<file path="src/rtl/lbvh_pkg.sv">
// Shared types, constants and codes of the log-binned velocity histogram.
package lbvh_pkg;

  // Histogram geometry.
  localparam int unsigned BINS_AXIAL     = 16;
  localparam int unsigned BINS_RADIAL    = 16;
  localparam int unsigned BINS_AZIMUTHAL = 16;
  localparam int unsigned HALF_AXIAL     = BINS_AXIAL / 2;
  localparam int unsigned HALF_RADIAL    = BINS_RADIAL / 2;
  localparam int unsigned HALF_AZIMUTHAL = BINS_AZIMUTHAL / 2;
  localparam int unsigned BIN_AX_W  = $clog2(BINS_AXIAL);
  localparam int unsigned BIN_RAD_W = $clog2(BINS_RADIAL);
  localparam int unsigned BIN_AZI_W = $clog2(BINS_AZIMUTHAL);
  localparam int unsigned CELLS     = BINS_AXIAL * BINS_RADIAL * BINS_AZIMUTHAL;
  localparam int unsigned ADDR_W    = $clog2(CELLS);

  // Field and datapath widths.
  localparam int unsigned VAL_W    = 32;
  localparam int unsigned SCALE_W  = 24;
  localparam int unsigned CELL_W   = 48;
  localparam int unsigned BIN_OUT_W = 4;
  localparam int unsigned WIDE_W   = 36;  // rotated values grow past 32 bits
  localparam int unsigned X_W      = 38;  // |d| + 1.0 before normalizing
  localparam int unsigned ITER_W   = 5;
  localparam int unsigned CORDIC_LAST = 31;
  localparam int unsigned SQ_LAST     = 15;
  localparam int unsigned RAW_W    = 14;

  // 1/gain of the CORDIC in Q0.30.
  localparam logic [29:0] INV_GAIN = 30'd652032874;
  localparam logic [X_W-1:0] ONE_Q16 = X_W'(65536);

  // Configuration register indexes.
  typedef enum logic [2:0] {
    CFG_CENTER_AX  = 3'd0,
    CFG_CENTER_RAD = 3'd1,
    CFG_CENTER_AZI = 3'd2,
    CFG_SCALE_AX   = 3'd3,
    CFG_SCALE_RAD  = 3'd4,
    CFG_SCALE_AZI  = 3'd5
  } cfg_idx_e;

  // Axis being binned.
  typedef enum logic [1:0] {
    AXIS_AX  = 2'd0,
    AXIS_RAD = 2'd1,
    AXIS_AZI = 2'd2
  } axis_e;

  typedef enum logic [3:0] {
    ST_CLEAR,
    ST_IDLE,
    ST_CORDIC,
    ST_GAIN_LO,
    ST_GAIN_HI,
    ST_GAIN_FIN,
    ST_LOG_LOAD,
    ST_LOG_NORM,
    ST_LOG_SQ,
    ST_BIN_MUL,
    ST_BIN_FIN,
    ST_MEM_RD,
    ST_MEM_WB
  } ctrl_state_e;

  // Commands from the controller to the datapath.
  typedef struct packed {
    logic              load;
    logic              cordic_step;
    logic [ITER_W-1:0] iter;
    logic              gain_lo;
    logic              gain_hi;
    logic              gain_fin;
    logic              log_load;
    axis_e             axis;
    logic              norm_step;
    logic              sq_init;
    logic              sq_step;
    logic              bin_mul;
    logic              bin_fin;
    logic              mem_rd;
    logic              mem_wb;
    logic              clr_we;
    logic [ADDR_W-1:0] clr_addr;
  } dp_cmd_t;

  // Status from the datapath to the controller.
  typedef struct packed {
    logic origin;
    logic normalized;
    logic out_busy;
  } dp_status_t;

endpackage

</file>
<file path="src/rtl/lbvh_ctrl.sv">
// Controller: sequences the clearing pass and the steps of one sample.
module lbvh_ctrl (
  input  logic                    clk_i,
  input  logic                    rst_ni,
  input  logic                    in_valid_i,
  output logic                    in_ready_o,
  input  lbvh_pkg::dp_status_t    status_i,
  output lbvh_pkg::dp_cmd_t       cmd_o,
  output lbvh_pkg::ctrl_state_e   state_o
);
  import lbvh_pkg::*;

  ctrl_state_e       state_q, state_d;
  logic [ITER_W-1:0] iter_q, iter_d;
  axis_e             axis_q, axis_d;
  logic [ADDR_W-1:0] clr_q, clr_d;

  always_ff @(posedge clk_i or negedge rst_ni) begin
    if (!rst_ni) begin
      state_q <= ST_CLEAR;
      iter_q  <= '0;
      axis_q  <= AXIS_AX;
      clr_q   <= '0;
    end else begin
      state_q <= state_d;
      iter_q  <= iter_d;
      axis_q  <= axis_d;
      clr_q   <= clr_d;
    end
  end

  // Next state and counters.
  always_comb begin
    state_d = state_q;
    iter_d  = iter_q;
    axis_d  = axis_q;
    clr_d   = clr_q;
    unique case (state_q)
      ST_CLEAR: begin
        clr_d = clr_q + ADDR_W'(1);
        if (clr_q == '1) begin
          state_d = ST_IDLE;
        end
      end
      ST_IDLE: begin
        if (in_valid_i) begin
          state_d = ST_CORDIC;
          iter_d  = '0;
        end
      end
      ST_CORDIC: begin
        iter_d = iter_q + ITER_W'(1);
        if (status_i.origin) begin
          state_d = ST_LOG_LOAD;
          axis_d  = AXIS_AX;
        end else if (iter_q == ITER_W'(CORDIC_LAST)) begin
          state_d = ST_GAIN_LO;
          axis_d  = AXIS_RAD;
        end
      end
      ST_GAIN_LO: state_d = ST_GAIN_HI;
      ST_GAIN_HI: state_d = ST_GAIN_FIN;
      ST_GAIN_FIN: begin
        if (axis_q == AXIS_RAD) begin
          state_d = ST_GAIN_LO;
          axis_d  = AXIS_AZI;
        end else begin
          state_d = ST_LOG_LOAD;
          axis_d  = AXIS_AX;
        end
      end
      ST_LOG_LOAD: state_d = ST_LOG_NORM;
      ST_LOG_NORM: begin
        if (status_i.normalized) begin
          state_d = ST_LOG_SQ;
          iter_d  = '0;
        end
      end
      ST_LOG_SQ: begin
        iter_d = iter_q + ITER_W'(1);
        if (iter_q == ITER_W'(SQ_LAST)) begin
          state_d = ST_BIN_MUL;
        end
      end
      ST_BIN_MUL: state_d = ST_BIN_FIN;
      ST_BIN_FIN: begin
        unique case (axis_q)
          AXIS_AX: begin
            axis_d  = AXIS_RAD;
            state_d = ST_LOG_LOAD;
          end
          AXIS_RAD: begin
            axis_d  = AXIS_AZI;
            state_d = ST_LOG_LOAD;
          end
          default: state_d = ST_MEM_RD;
        endcase
      end
      ST_MEM_RD: state_d = ST_MEM_WB;
      ST_MEM_WB: begin
        if (!status_i.out_busy) begin
          state_d = ST_IDLE;
        end
      end
      default: state_d = ST_IDLE;
    endcase
  end

  // Datapath commands.
  always_comb begin
    cmd_o          = '0;
    cmd_o.iter     = iter_q;
    cmd_o.axis     = axis_q;
    cmd_o.clr_addr = clr_q;
    in_ready_o     = 1'b0;
    unique case (state_q)
      ST_CLEAR: cmd_o.clr_we = 1'b1;
      ST_IDLE: begin
        in_ready_o = 1'b1;
        cmd_o.load = in_valid_i;
      end
      ST_CORDIC:   cmd_o.cordic_step = ~status_i.origin;
      ST_GAIN_LO:  cmd_o.gain_lo = 1'b1;
      ST_GAIN_HI:  cmd_o.gain_hi = 1'b1;
      ST_GAIN_FIN: cmd_o.gain_fin = 1'b1;
      ST_LOG_LOAD: cmd_o.log_load = 1'b1;
      ST_LOG_NORM: begin
        cmd_o.norm_step = ~status_i.normalized;
        cmd_o.sq_init   = status_i.normalized;
      end
      ST_LOG_SQ:  cmd_o.sq_step = 1'b1;
      ST_BIN_MUL: cmd_o.bin_mul = 1'b1;
      ST_BIN_FIN: cmd_o.bin_fin = 1'b1;
      ST_MEM_RD:  cmd_o.mem_rd = 1'b1;
      ST_MEM_WB:  cmd_o.mem_wb = ~status_i.out_busy;
      default: ;
    endcase
  end

  assign state_o = state_q;

endmodule
</file>
<file path="config.mk">
export PLATFORM = sky130hd
export DESIGN_NAME = lbvh_ctrl
export DESIGN_NICKNAME = d
export VERILOG_FILES = /design/src/rtl/lbvh_pkg.sv /design/src/rtl/lbvh_ctrl.sv
export SDC_FILE = /design/constraint.sdc
export NUM_CORES = 1
export LEC_CHECK = 0
export ABC_AREA = 1
export BUFFER_PORTS_ARGS = -buffer_cell sky130_fd_sc_hd__buf_2
export CAP_MARGIN = 20
export CELL_PAD_IN_SITES_DETAIL_PLACEMENT = 0
export CELL_PAD_IN_SITES_GLOBAL_PLACEMENT = 2
export CORE_MARGIN = 2
export CORE_UTILIZATION = 29
export CTS_CLUSTER_SIZE = 28
export DETAILED_ROUTE_END_ITERATION = 12
export GPL_ROUTABILITY_DRIVEN = 0
export GPL_TIMING_DRIVEN = 0
export PLACE_DENSITY_LB_ADDON = 0.05
export SYNTH_ARGS = -nofsm -noshare
export SYNTH_HDL_FRONTEND = slang
export SYNTH_SLANG_ARGS = --single-unit
</file>
<file path="constraint.sdc">
create_clock -name clk_i -period 2.97 [get_ports clk_i]
set_input_delay 0.1485 -clock clk_i [delete_from_list [all_inputs] [get_ports clk_i]]
set_output_delay 0.1485 -clock clk_i [all_outputs]
set_load 0.02 [all_outputs]
</file>
==> impl_metrics.tcl, run 1 <==
set metrics [dict create \
    hpwl_um 2810 \
    first_global_vias 1272 \
    floorplan.initialDensity 0.301 \
    critical_path_capture_point_type "register" \
    drt-pass1-iter-count 4 \
    min_period_ns 1.86 \
    worst_voltage_drop_across_the_vdd_grid_mv 0.285 \
    cts_setup_buffers 0 \
    ant_nets 0 \
    clk_path_buf_depth 2 \
    mostFrequentLayoutCells "sky130_fd_sc_hd__nand2_1 (57), sky130_fd_sc_hd__buf_2 (43), sky130_fd_sc_hd__inv_1 (34)" \
    leakagePower_nw 1.10 \
    power_per_cell_area_nw_per_um2 902 \
    floorplan.die_area_um2 5510 \
    crit_arrival_ns 2.02 \
    netlist_instances 199 \
    worst_min_path_class "input pin to register" \
    row_count 25 \
    syn-cell-area_um2 1430 \
    clk_transition_reported_paths_ns 0.08 \
    most_common_cell_after_layout_fill_and_taps_aside "sky130_fd_sc_hd__nand2_1" \
    grt.total_usage 0.139 \
    port_buffers 43 \
    tightest_slew_ns 0.533 \
    status "complete, no violations" \
    finalNonFillerCells 314 \
    timing.hold.worst.start "status_i[2]" \
    die_h_um 74.3 \
    timing.rr.start "iter_q[0]" \
    via_count 1332 \
    clock_tree_root "sky130_fd_sc_hd__clkbuf_8" \
    required_ns 3.13 \
    finalHoldViolCount 0 \
    slew_margin_rel 0.645 \
    final_max_slew_viol_count 0 \
    areaGrowthSynthToFinish_pct 24.7 \
    global_route_wire_length_before_repair_um 5860 \
    globalRouteOverflowTotal 0 \
    cts.htree.levels 1 \
    setup.worst_path.start "iter_q[0]" \
    floorplan.io_pins 44 \
    start_kind "register" \
    placed_cells_incl_taps 309 \
    cts.sink_count 23 \
    wl_per_cell_um 11.4 \
    synth_top_cell_by_area "sky130_fd_sc_hd__dfrtp_1" \
    synth.ff_latch_count 23 \
    fp.coreArea_um2 4750 \
    dr.first_iter.drc_count 28 \
    critical_path.max_fanout 6 \
    cts-buffers-inserted 3 \
    antenna-diode-count 0 \
    clk_latency_ns 0.27 \
    antenna_violations_before_repair 0 \
    final_worst_path_cycle_share 0.626 \
    post_drt_via_cell_ratio 4.24 \
    maxCapViolCount 0 \
    setup_tns_ns 0 \
    detail_route.drc_violations 0 \
    wl_um 3580 \
    fill_cells 553 \
    synth_top_area_frac 0.402 \
    netlist-cell-type-count 20 \
    final_number_of_setup_violating_endpoints 0 \
    mappedNetlistNets 209 \
    maximum_number_of_pins_on_one_net_before_global_route_repair 24 \
    avgSynthCellArea_um2 7.19 \
    timing_worst_setup_path_type "register to register" \
    setup_repair_after_global_routing_missed_its_margin "false" \
    synth_warnings 0 \
    cts_tree "yes" \
    fmax_mhz 538 \
    drive_above_1_share 0.247 \
    synth_seq_area_share 0.402 \
    synth.area.top_cells "sky130_fd_sc_hd__dfrtp_1 (40%), sky130_fd_sc_hd__nand2_1 (15%), sky130_fd_sc_hd__inv_1 (8.9%)" \
    clock-skew-final_ns 0.00483 \
    finalNetCount 258 \
    chipWidth_um 74.3 \
]
[per-stage QoR]
stage	hold WS [ns]	cell area, um^2	power, W	util	setup WS [ns]
after floorplan	-0.147	1430	0.00115	-	1.26
after global placement	0.171	1730	0.00143	0.364	1.10
after detailed placement	0.174	1730	0.00143	0.364	1.11
after CTS	0.260	1790	0.00164	0.376	1.09
after global routing	0.283	1790	0.00178	0.376	0.901
final	0.258	1790	0.00161	0.376	1.11
[critical path, stage by stage (launching register included)]
cell and delay (ns):
sky130_fd_sc_hd__dfrtp_1 0.43, sky130_fd_sc_hd__ha_1 0.19, sky130_fd_sc_hd__nand2_1 0.07, sky130_fd_sc_hd__nor2_1 0.14, sky130_fd_sc_hd__ha_1 0.20, sky130_fd_sc_hd__nor2_1 0.04, sky130_fd_sc_hd__nand3_1 0.16, sky130_fd_sc_hd__nand3_1 0.09
sky130_fd_sc_hd__nor2_1 0.22, sky130_fd_sc_hd__nand2_1 0.08, sky130_fd_sc_hd__nand2_1 0.07, sky130_fd_sc_hd__nand2_1 0.05
[registers in the layout, summed over array words and instances (netlist names)]
| name | flops |
|---|---|
| clr_q | 12 |
| iter_q | 5 |
| state_o | 4 |
| axis_q | 2 |
[final timing paths]
path	end	slack, ns	cells past startpoint
min in group asynchronous	clr_q[7]	0.40	2
min	axis_q[0]	0.26	4
max	state_o[2]	1.11	11
max in group asynchronous	clr_q[2]	2.21	2
max reg2reg	state_o[2]	1.11	11
min reg2reg	clr_q[5]	0.50	1
[synthesized netlist by cell type (all sizes together)]
library cell  number
dfrtp             23
ha                 4
inv               35
nand2             60
nand3             21
nand3b             1
nand4              1
nor2              31
nor3               2
o21ai              7
o22ai              2
or2                1
xnor2              4
xor2               7
[where the power goes]
| group | switching, W | internal, W |
|---|---|---|
| registers | 0.000122 | 0.000407 |
| logic | 0.000600 | 0.000283 |
| clock network | 0.000102 | 0.0000959 |
| total | 0.000825 | 0.000786 |
[layout make-up]
cell class | instances | area [um^2] | share of cell area
multi-input combinational | 141 | 724 | 0.406
sequential | 23 | 576 | 0.322
timing repair buffer | 44 | 225 | 0.126
inverter | 35 | 131 | 0.0736
tap | 67 | 83.8 | 0.0470
clock buffer | 4 | 45.0 | 0.0252
[routing by layer]
metal  up-vias  share of wire  global-route usage
met3         4          0.039              0.0203
met4         0          0.011              0.0417
met2        28           0.46               0.231
li1        710              -                   -
met5         -              0                   0
met1       590           0.49               0.189
[kinds of logic after synthesis]
kind of cell,after synthesis,share of synthesized area
compound gates,9,0.0358
xor+xnor,11,0.0673
fa+ha+maj,4,0.0350
buf+inv,35,0.0918
flops,23,0.402
simple gates,117,0.368
[what timing repair did]
item | in CTS | in global routing
endpoints found under the hold margin | 23 | 0
hold buffers | 1 | 0
gates resized for setup | 0 | 0
No activity file was read; power rests on OpenSTA's default activity.
==> run 2, diff against run 1 <==
--- a/config.mk
+++ b/config.mk
@@ -11,7 +11,7 @@
 export CELL_PAD_IN_SITES_DETAIL_PLACEMENT = 0
 export CELL_PAD_IN_SITES_GLOBAL_PLACEMENT = 2
 export CORE_MARGIN = 2
-export CORE_UTILIZATION = 29
+export CORE_UTILIZATION = 24
 export CTS_CLUSTER_SIZE = 28
 export DETAILED_ROUTE_END_ITERATION = 12
 export GPL_ROUTABILITY_DRIVEN = 0
==> constraint.sdc (replaced) <==
create_clock -name clk_i -period 1.6 [get_ports clk_i]
set_input_delay 0.08 -clock clk_i [delete_from_list [all_inputs] [get_ports clk_i]]
set_output_delay 0.08 -clock clk_i [all_outputs]
set_load 0.02 [all_outputs]
==> impl_metrics.tcl, run 2 (synthesis results as in run 1) <==
set metrics [dict create \
    status "complete, no violations" \
    port_buffers 43 \
    final_worst_path_cycle_share 0.971 \
    final-seq-area_um2 583 \
    largest_register_ff_count 12 \
    cts-buffers-inserted 3 \
    floorplan.initialDensity 0.245 \
    largest_register "clr_q" \
    start_kind "register" \
    hpwl_um 2990 \
    globalRouteOverflowTotal 0 \
    final_number_of_setup_violating_endpoints 0 \
    via_count 1418 \
    clk_path_buf_depth 2 \
    die_h_um 81.2 \
    detail_route.drc_violations 0 \
    crit_arrival_ns 1.71 \
    setup_tns_ns 0 \
    cts_tree "yes" \
    wl_per_cell_um 11.8 \
    mostFrequentLayoutCells "sky130_fd_sc_hd__nand2_1 (54), sky130_fd_sc_hd__buf_2 (43), sky130_fd_sc_hd__inv_1 (33)" \
    wl_um 3930 \
    finalNetCount 268 \
    tightest_slew_ns 0.544 \
    globalRouteMet2Util 0.222 \
    fp.coreArea_um2 5850 \
    fmax_mhz 643 \
    maxCapViolCount 0 \
    timing.critical_path.max_delay_family "simple AND/OR/NAND/NOR gates" \
    postLayoutCellArea_um2 2030 \
    groute.layer.met3.usage 0.0156 \
    ant_nets 0 \
    fill_cells 629 \
    power_per_cell_area_nw_per_um2 1670 \
    areaGrowthSynthToFinish_pct 42.0 \
    crit_chain "ha_4, nand2_4, nor2_4, ha_4, nor2_4, nand3_4, nand3_4, nor2_4, nand2_1, nand2_1, nand2_1" \
    grt_use_met1 0.161 \
    required_ns 1.76 \
    drt-pass1-iter-count 4 \
    finalHoldViolCount 0 \
    setup_repair_after_global_routing_missed_its_margin "true" \
    clk_transition_reported_paths_ns 0.09 \
    maximum_number_of_pins_on_one_net_before_global_route_repair 24 \
    final_max_slew_viol_count 0 \
    min_period_ns 1.55 \
    timing_worst_setup_path_type "register to register" \
    fin_util 0.348 \
    worst_min_path_class "input pin to register" \
    clk_latency_ns 0.26 \
    critical_path.n_buffers_inverters 0 \
    floorplan.die_area_um2 6600 \
    critical_path.max_fanout 4 \
    dpl-instance-area_um2 1750 \
    critical_path_top_delay_cell "sky130_fd_sc_hd__dfrtp_2" \
    slew_margin_rel 0.637 \
    multi_input_area_um2 880 \
    global_route_wire_length_before_repair_um 6510 \
    critical_path_capture_point_type "register" \
    critPathMaxStageDelay_ns 0.40 \
    post_drt_via_cell_ratio 4.27 \
    row_count 28 \
    floorplan.io_pins 44 \
    dr.first_iter.drc_count 44 \
    globalRoute.busiestLayer "met2" \
    worst_voltage_drop_across_the_vdd_grid_mv 0.448 \
    cts.htree.levels 1 \
    chipWidth_um 81.2 \
    grt.total_usage 0.125 \
    clock_tree_root "sky130_fd_sc_hd__clkbuf_8" \
    antenna_violations_before_repair 0 \
    cts.sink_count 23 \
    antenna-diode-count 0 \
    leakagePower_nw 1.18 \
    first_global_vias 1401 \
    clock-skew-final_ns 0.00268 \
    most_common_cell_after_layout_fill_and_taps_aside "sky130_fd_sc_hd__nand2_1" \
    drive_above_1_share 0.366 \
]
[run 2: worst paths after layout]
check	startpoint	to	slack, ns	cells after the start
worst max-delay path	iter_q[1]	state_o[2]	0.05	11
worst min-delay path	status_i[2]	state_o[2]	0.23	5
worst max register to register	iter_q[1]	state_o[2]	0.05	11
worst min register to register	clr_q[5]	clr_q[5]	0.51	1
max in group asynchronous	rst_ni	state_o[1]	0.87	2
min in group asynchronous	rst_ni	clr_q[7]	0.34	2
[run 2: final cells by class]
cell class,count,area share
multi-input cells,141,0.433
flip-flops and latches,23,0.287
repair buffers,54,0.148
inverters,35,0.0646
well taps,75,0.0462
clock buffers,4,0.0222
[run 2: repair_timing]
item,CTS,global route
hold buffers,1,0
pin swaps,3,10
resized for setup,17,19
buffers inserted,3,7
hold endpoints to repair,23,0
setup endpoints to repair,19,24
[run 2: power breakdown]
group	switching, W	total (W)	internal, W
clock	0.000193	0.000370	0.000178
combinational	0.00128	0.00200	0.000728
sequential	0.000257	0.00102	0.000768
[run 2: per-layer routing]
layer	up-vias	share of wire
met2	22	0.50
met4	0	0.0053
met5	-	0
met1	667	0.46
li1	727	-
met3	2	0.036
[run 2: worst register-to-register path, delay by kind of cell, from the launching register on]
family | cells | cell delay, ns
fa+ha+maj | 2 | 0.32
flops | 1 | 0.40
simple gates | 9 | 0.74
[run 2: per-stage QoR]
stage	total power (W)	setup slack, ns	instances	hold slack (ns)
after floorplan	0.00214	0.00988	199	-0.216
after global placement	0.00271	-0.212	317	0.108
after detailed placement	0.00268	-0.194	317	0.108
after CTS	0.00316	-0.00240	325	0.214
after global routing	0.00374	-0.0645	332	0.252
final	0.00340	0.0459	332	0.234
==> run 3, diff against run 2 <==
--- a/config.mk
+++ b/config.mk
@@ -17,6 +17,7 @@
 export GPL_ROUTABILITY_DRIVEN = 0
 export GPL_TIMING_DRIVEN = 0
 export PLACE_DENSITY_LB_ADDON = 0.05
+export REMOVE_ABC_BUFFERS = 1
 export SYNTH_ARGS = -nofsm -noshare
 export SYNTH_HDL_FRONTEND = slang
 export SYNTH_SLANG_ARGS = --single-unit
==> impl_metrics.tcl, run 3 (synthesis results as in run 1) <==
set metrics [dict create \
    via_count 1426 \
    timing.hold.worst.start "status_i[1]" \
    leakagePower_nw 1.17 \
    post_drt_via_cell_ratio 4.31 \
    most_common_cell_after_layout_fill_and_taps_aside "sky130_fd_sc_hd__nand2_1" \
    detail_route.drc_violations 0 \
    mostFrequentLayoutCells "sky130_fd_sc_hd__nand2_1 (55), sky130_fd_sc_hd__buf_2 (43), sky130_fd_sc_hd__inv_1 (33)" \
    worst_voltage_drop_across_the_vdd_grid_mv 0.484 \
    clk_transition_reported_paths_ns 0.08 \
    clock_power_share 0.110 \
    comb_power_share 0.582 \
    status "complete, no violations" \
    port_buffers 43 \
    final_max_slew_viol_count 0 \
    setup_repair_after_global_routing_missed_its_margin "true" \
    place_ws_ns -0.284 \
    drive_above_1_share 0.352 \
    chipWidth_um 81.2 \
    fmax_mhz 631 \
    hpwl_um 3000 \
    post-route-worst-setup-slack_ns 0.0156 \
    crit_arrival_ns 1.74 \
    finalNetCount 267 \
    floorplan.initialDensity 0.245 \
    sw_frac_of_total 0.511 \
    min_period_ns 1.58 \
    cts_tree "yes" \
    maxCapViolCount 0 \
    largest_register "clr_q" \
    floorplan.die_area_um2 6600 \
    tightest_slew_ns 0.539 \
    clock-skew-final_ns 0.00346 \
    areaGrowthSynthToFinish_pct 39.3 \
    die_h_um 81.2 \
    total_internal_power_w 0.00161 \
    globalRouteOverflowTotal 0 \
    clock_tree_root "sky130_fd_sc_hd__clkbuf_8" \
    drt-pass1-iter-count 4 \
    final_worst_path_cycle_share 0.990 \
    global_route_wire_length_before_repair_um 6520 \
    finalHoldViolCount 0 \
    grt.total_usage 0.128 \
    floorplan.io_pins 44 \
    clk_latency_ns 0.26 \
    final_number_of_setup_violating_endpoints 0 \
    start_kind "register" \
    regToRegEndpoint "state_o[2]" \
    worst_min_path_class "input pin to register" \
    power_switching_w 0.00168 \
    antenna_violations_before_repair 0 \
    timing.rr.start "iter_q[1]" \
    row_count 28 \
    setup.reg_to_reg.worst_slack_ns 0.02 \
    dr.first_iter.drc_count 46 \
    wl_um 3930 \
    slew_margin_rel 0.641 \
    fp.coreArea_um2 5850 \
    critical_path.max_fanout 4 \
    required_ns 1.75 \
    largest_register_ff_count 12 \
    cts.sink_count 23 \
    cts.htree.levels 1 \
    seq_power_share 0.308 \
    power_w 0.00329 \
    maximum_number_of_pins_on_one_net_before_global_route_repair 24 \
    cts-buffers-inserted 3 \
    critical_path_capture_point_type "register" \
    min_delay_worst_endpoint "state_o[1]" \
    antenna-diode-count 0 \
    power_per_cell_area_nw_per_um2 1650 \
    clk_path_buf_depth 2 \
    first_global_vias 1370 \
    rr_worst_depth 11 \
    timing_worst_setup_path_type "register to register" \
    ant_nets 0 \
    fill_cells 654 \
    min_delay_path_depth 6 \
    wl_per_cell_um 11.9 \
]
## run 3: power by group through the flow
| stage | registers (W) | logic (W) | clock network [W] |
|---|---|---|---|
| 2_1_floorplan | 0.00117 | 0.000969 | 0 |
| 3_3_place_gp | 0.00102 | 0.00168 | 0 |
| 3_5_place_dp | 0.00101 | 0.00167 | 0 |
| 4_1_cts | 0.00101 | 0.00178 | 0.000392 |
| 5_1_grt | 0.00105 | 0.00218 | 0.000404 |
| 6_report | 0.00101 | 0.00191 | 0.000363 |
## run 3: how the worst max path moves through the flow
stage	start	to	cells after the start
finish	iter_q[1]	state_o[2]	11
floorplan	iter_q[0]	state_o[2]	11
global route	iter_q[1]	state_o[2]	11
global placement	iter_q[0]	state_o[2]	11
detailed placement	iter_q[0]	state_o[2]	11
CTS	iter_q[0]	state_o[2]	11
## run 3: critical path: stages, from the launching register on
cell and delay [ns]:
sky130_fd_sc_hd__dfrtp_1 0.40, sky130_fd_sc_hd__ha_4 0.16, sky130_fd_sc_hd__nand2_4 0.06, sky130_fd_sc_hd__nor2_4 0.15, sky130_fd_sc_hd__ha_2 0.19, sky130_fd_sc_hd__inv_2 0.03
sky130_fd_sc_hd__nand3_2 0.07, sky130_fd_sc_hd__nand3_2 0.09, sky130_fd_sc_hd__nor2_4 0.15, sky130_fd_sc_hd__nand2_1 0.06, sky130_fd_sc_hd__nand2_1 0.06, sky130_fd_sc_hd__nand2_1 0.04
## run 3: area by class of cell
class	count	area (um^2)	area share
Clock buffer	4	45.0	0.0226
Timing Repair Buffer	53	293	0.147
Tap cell	75	93.8	0.0471
Sequential cell	23	582	0.292
Multi-Input combinational cell	141	850	0.426
Inverter	35	131	0.0659
## run 3: timing repair
| item | CTS | global route |
|---|---|---|
| hold buffers | 1 | 0 |
| endpoints found under the hold margin | 23 | 0 |
| pin swaps | 3 | 9 |
| gates resized for setup | 14 | 19 |
| buffers inserted | 5 | 4 |
| setup endpoints to repair | 20 | 20 |
## run 3: metal layers
layer / GRT usage / vias up / wire, um
li1: - / 724 / -
met1: 0.166 / 672 / 1810
met2: 0.221 / 26 / 1920
met3: 0.0122 / 4 / 146
met4: 0.0458 / 0 / 47
met5: 0 / - / 0
## run 3: metrics by stage
step | TNS [ns] | std cells | hold WS (ns) | cell area [um^2] | util
6_report | 0 | 331 | 0.227 | 1990 | 0.341
5_1_grt | -0.172 | 331 | 0.246 | 1990 | 0.341
4_1_cts | -0.0345 | 327 | 0.191 | 1870 | 0.320
3_5_place_dp | -1.51 | 317 | 0.109 | 1740 | 0.297
3_3_place_gp | -1.81 | 317 | 0.105 | 1740 | 0.297
2_1_floorplan | -0.215 | 199 | -0.216 | 1430 | -
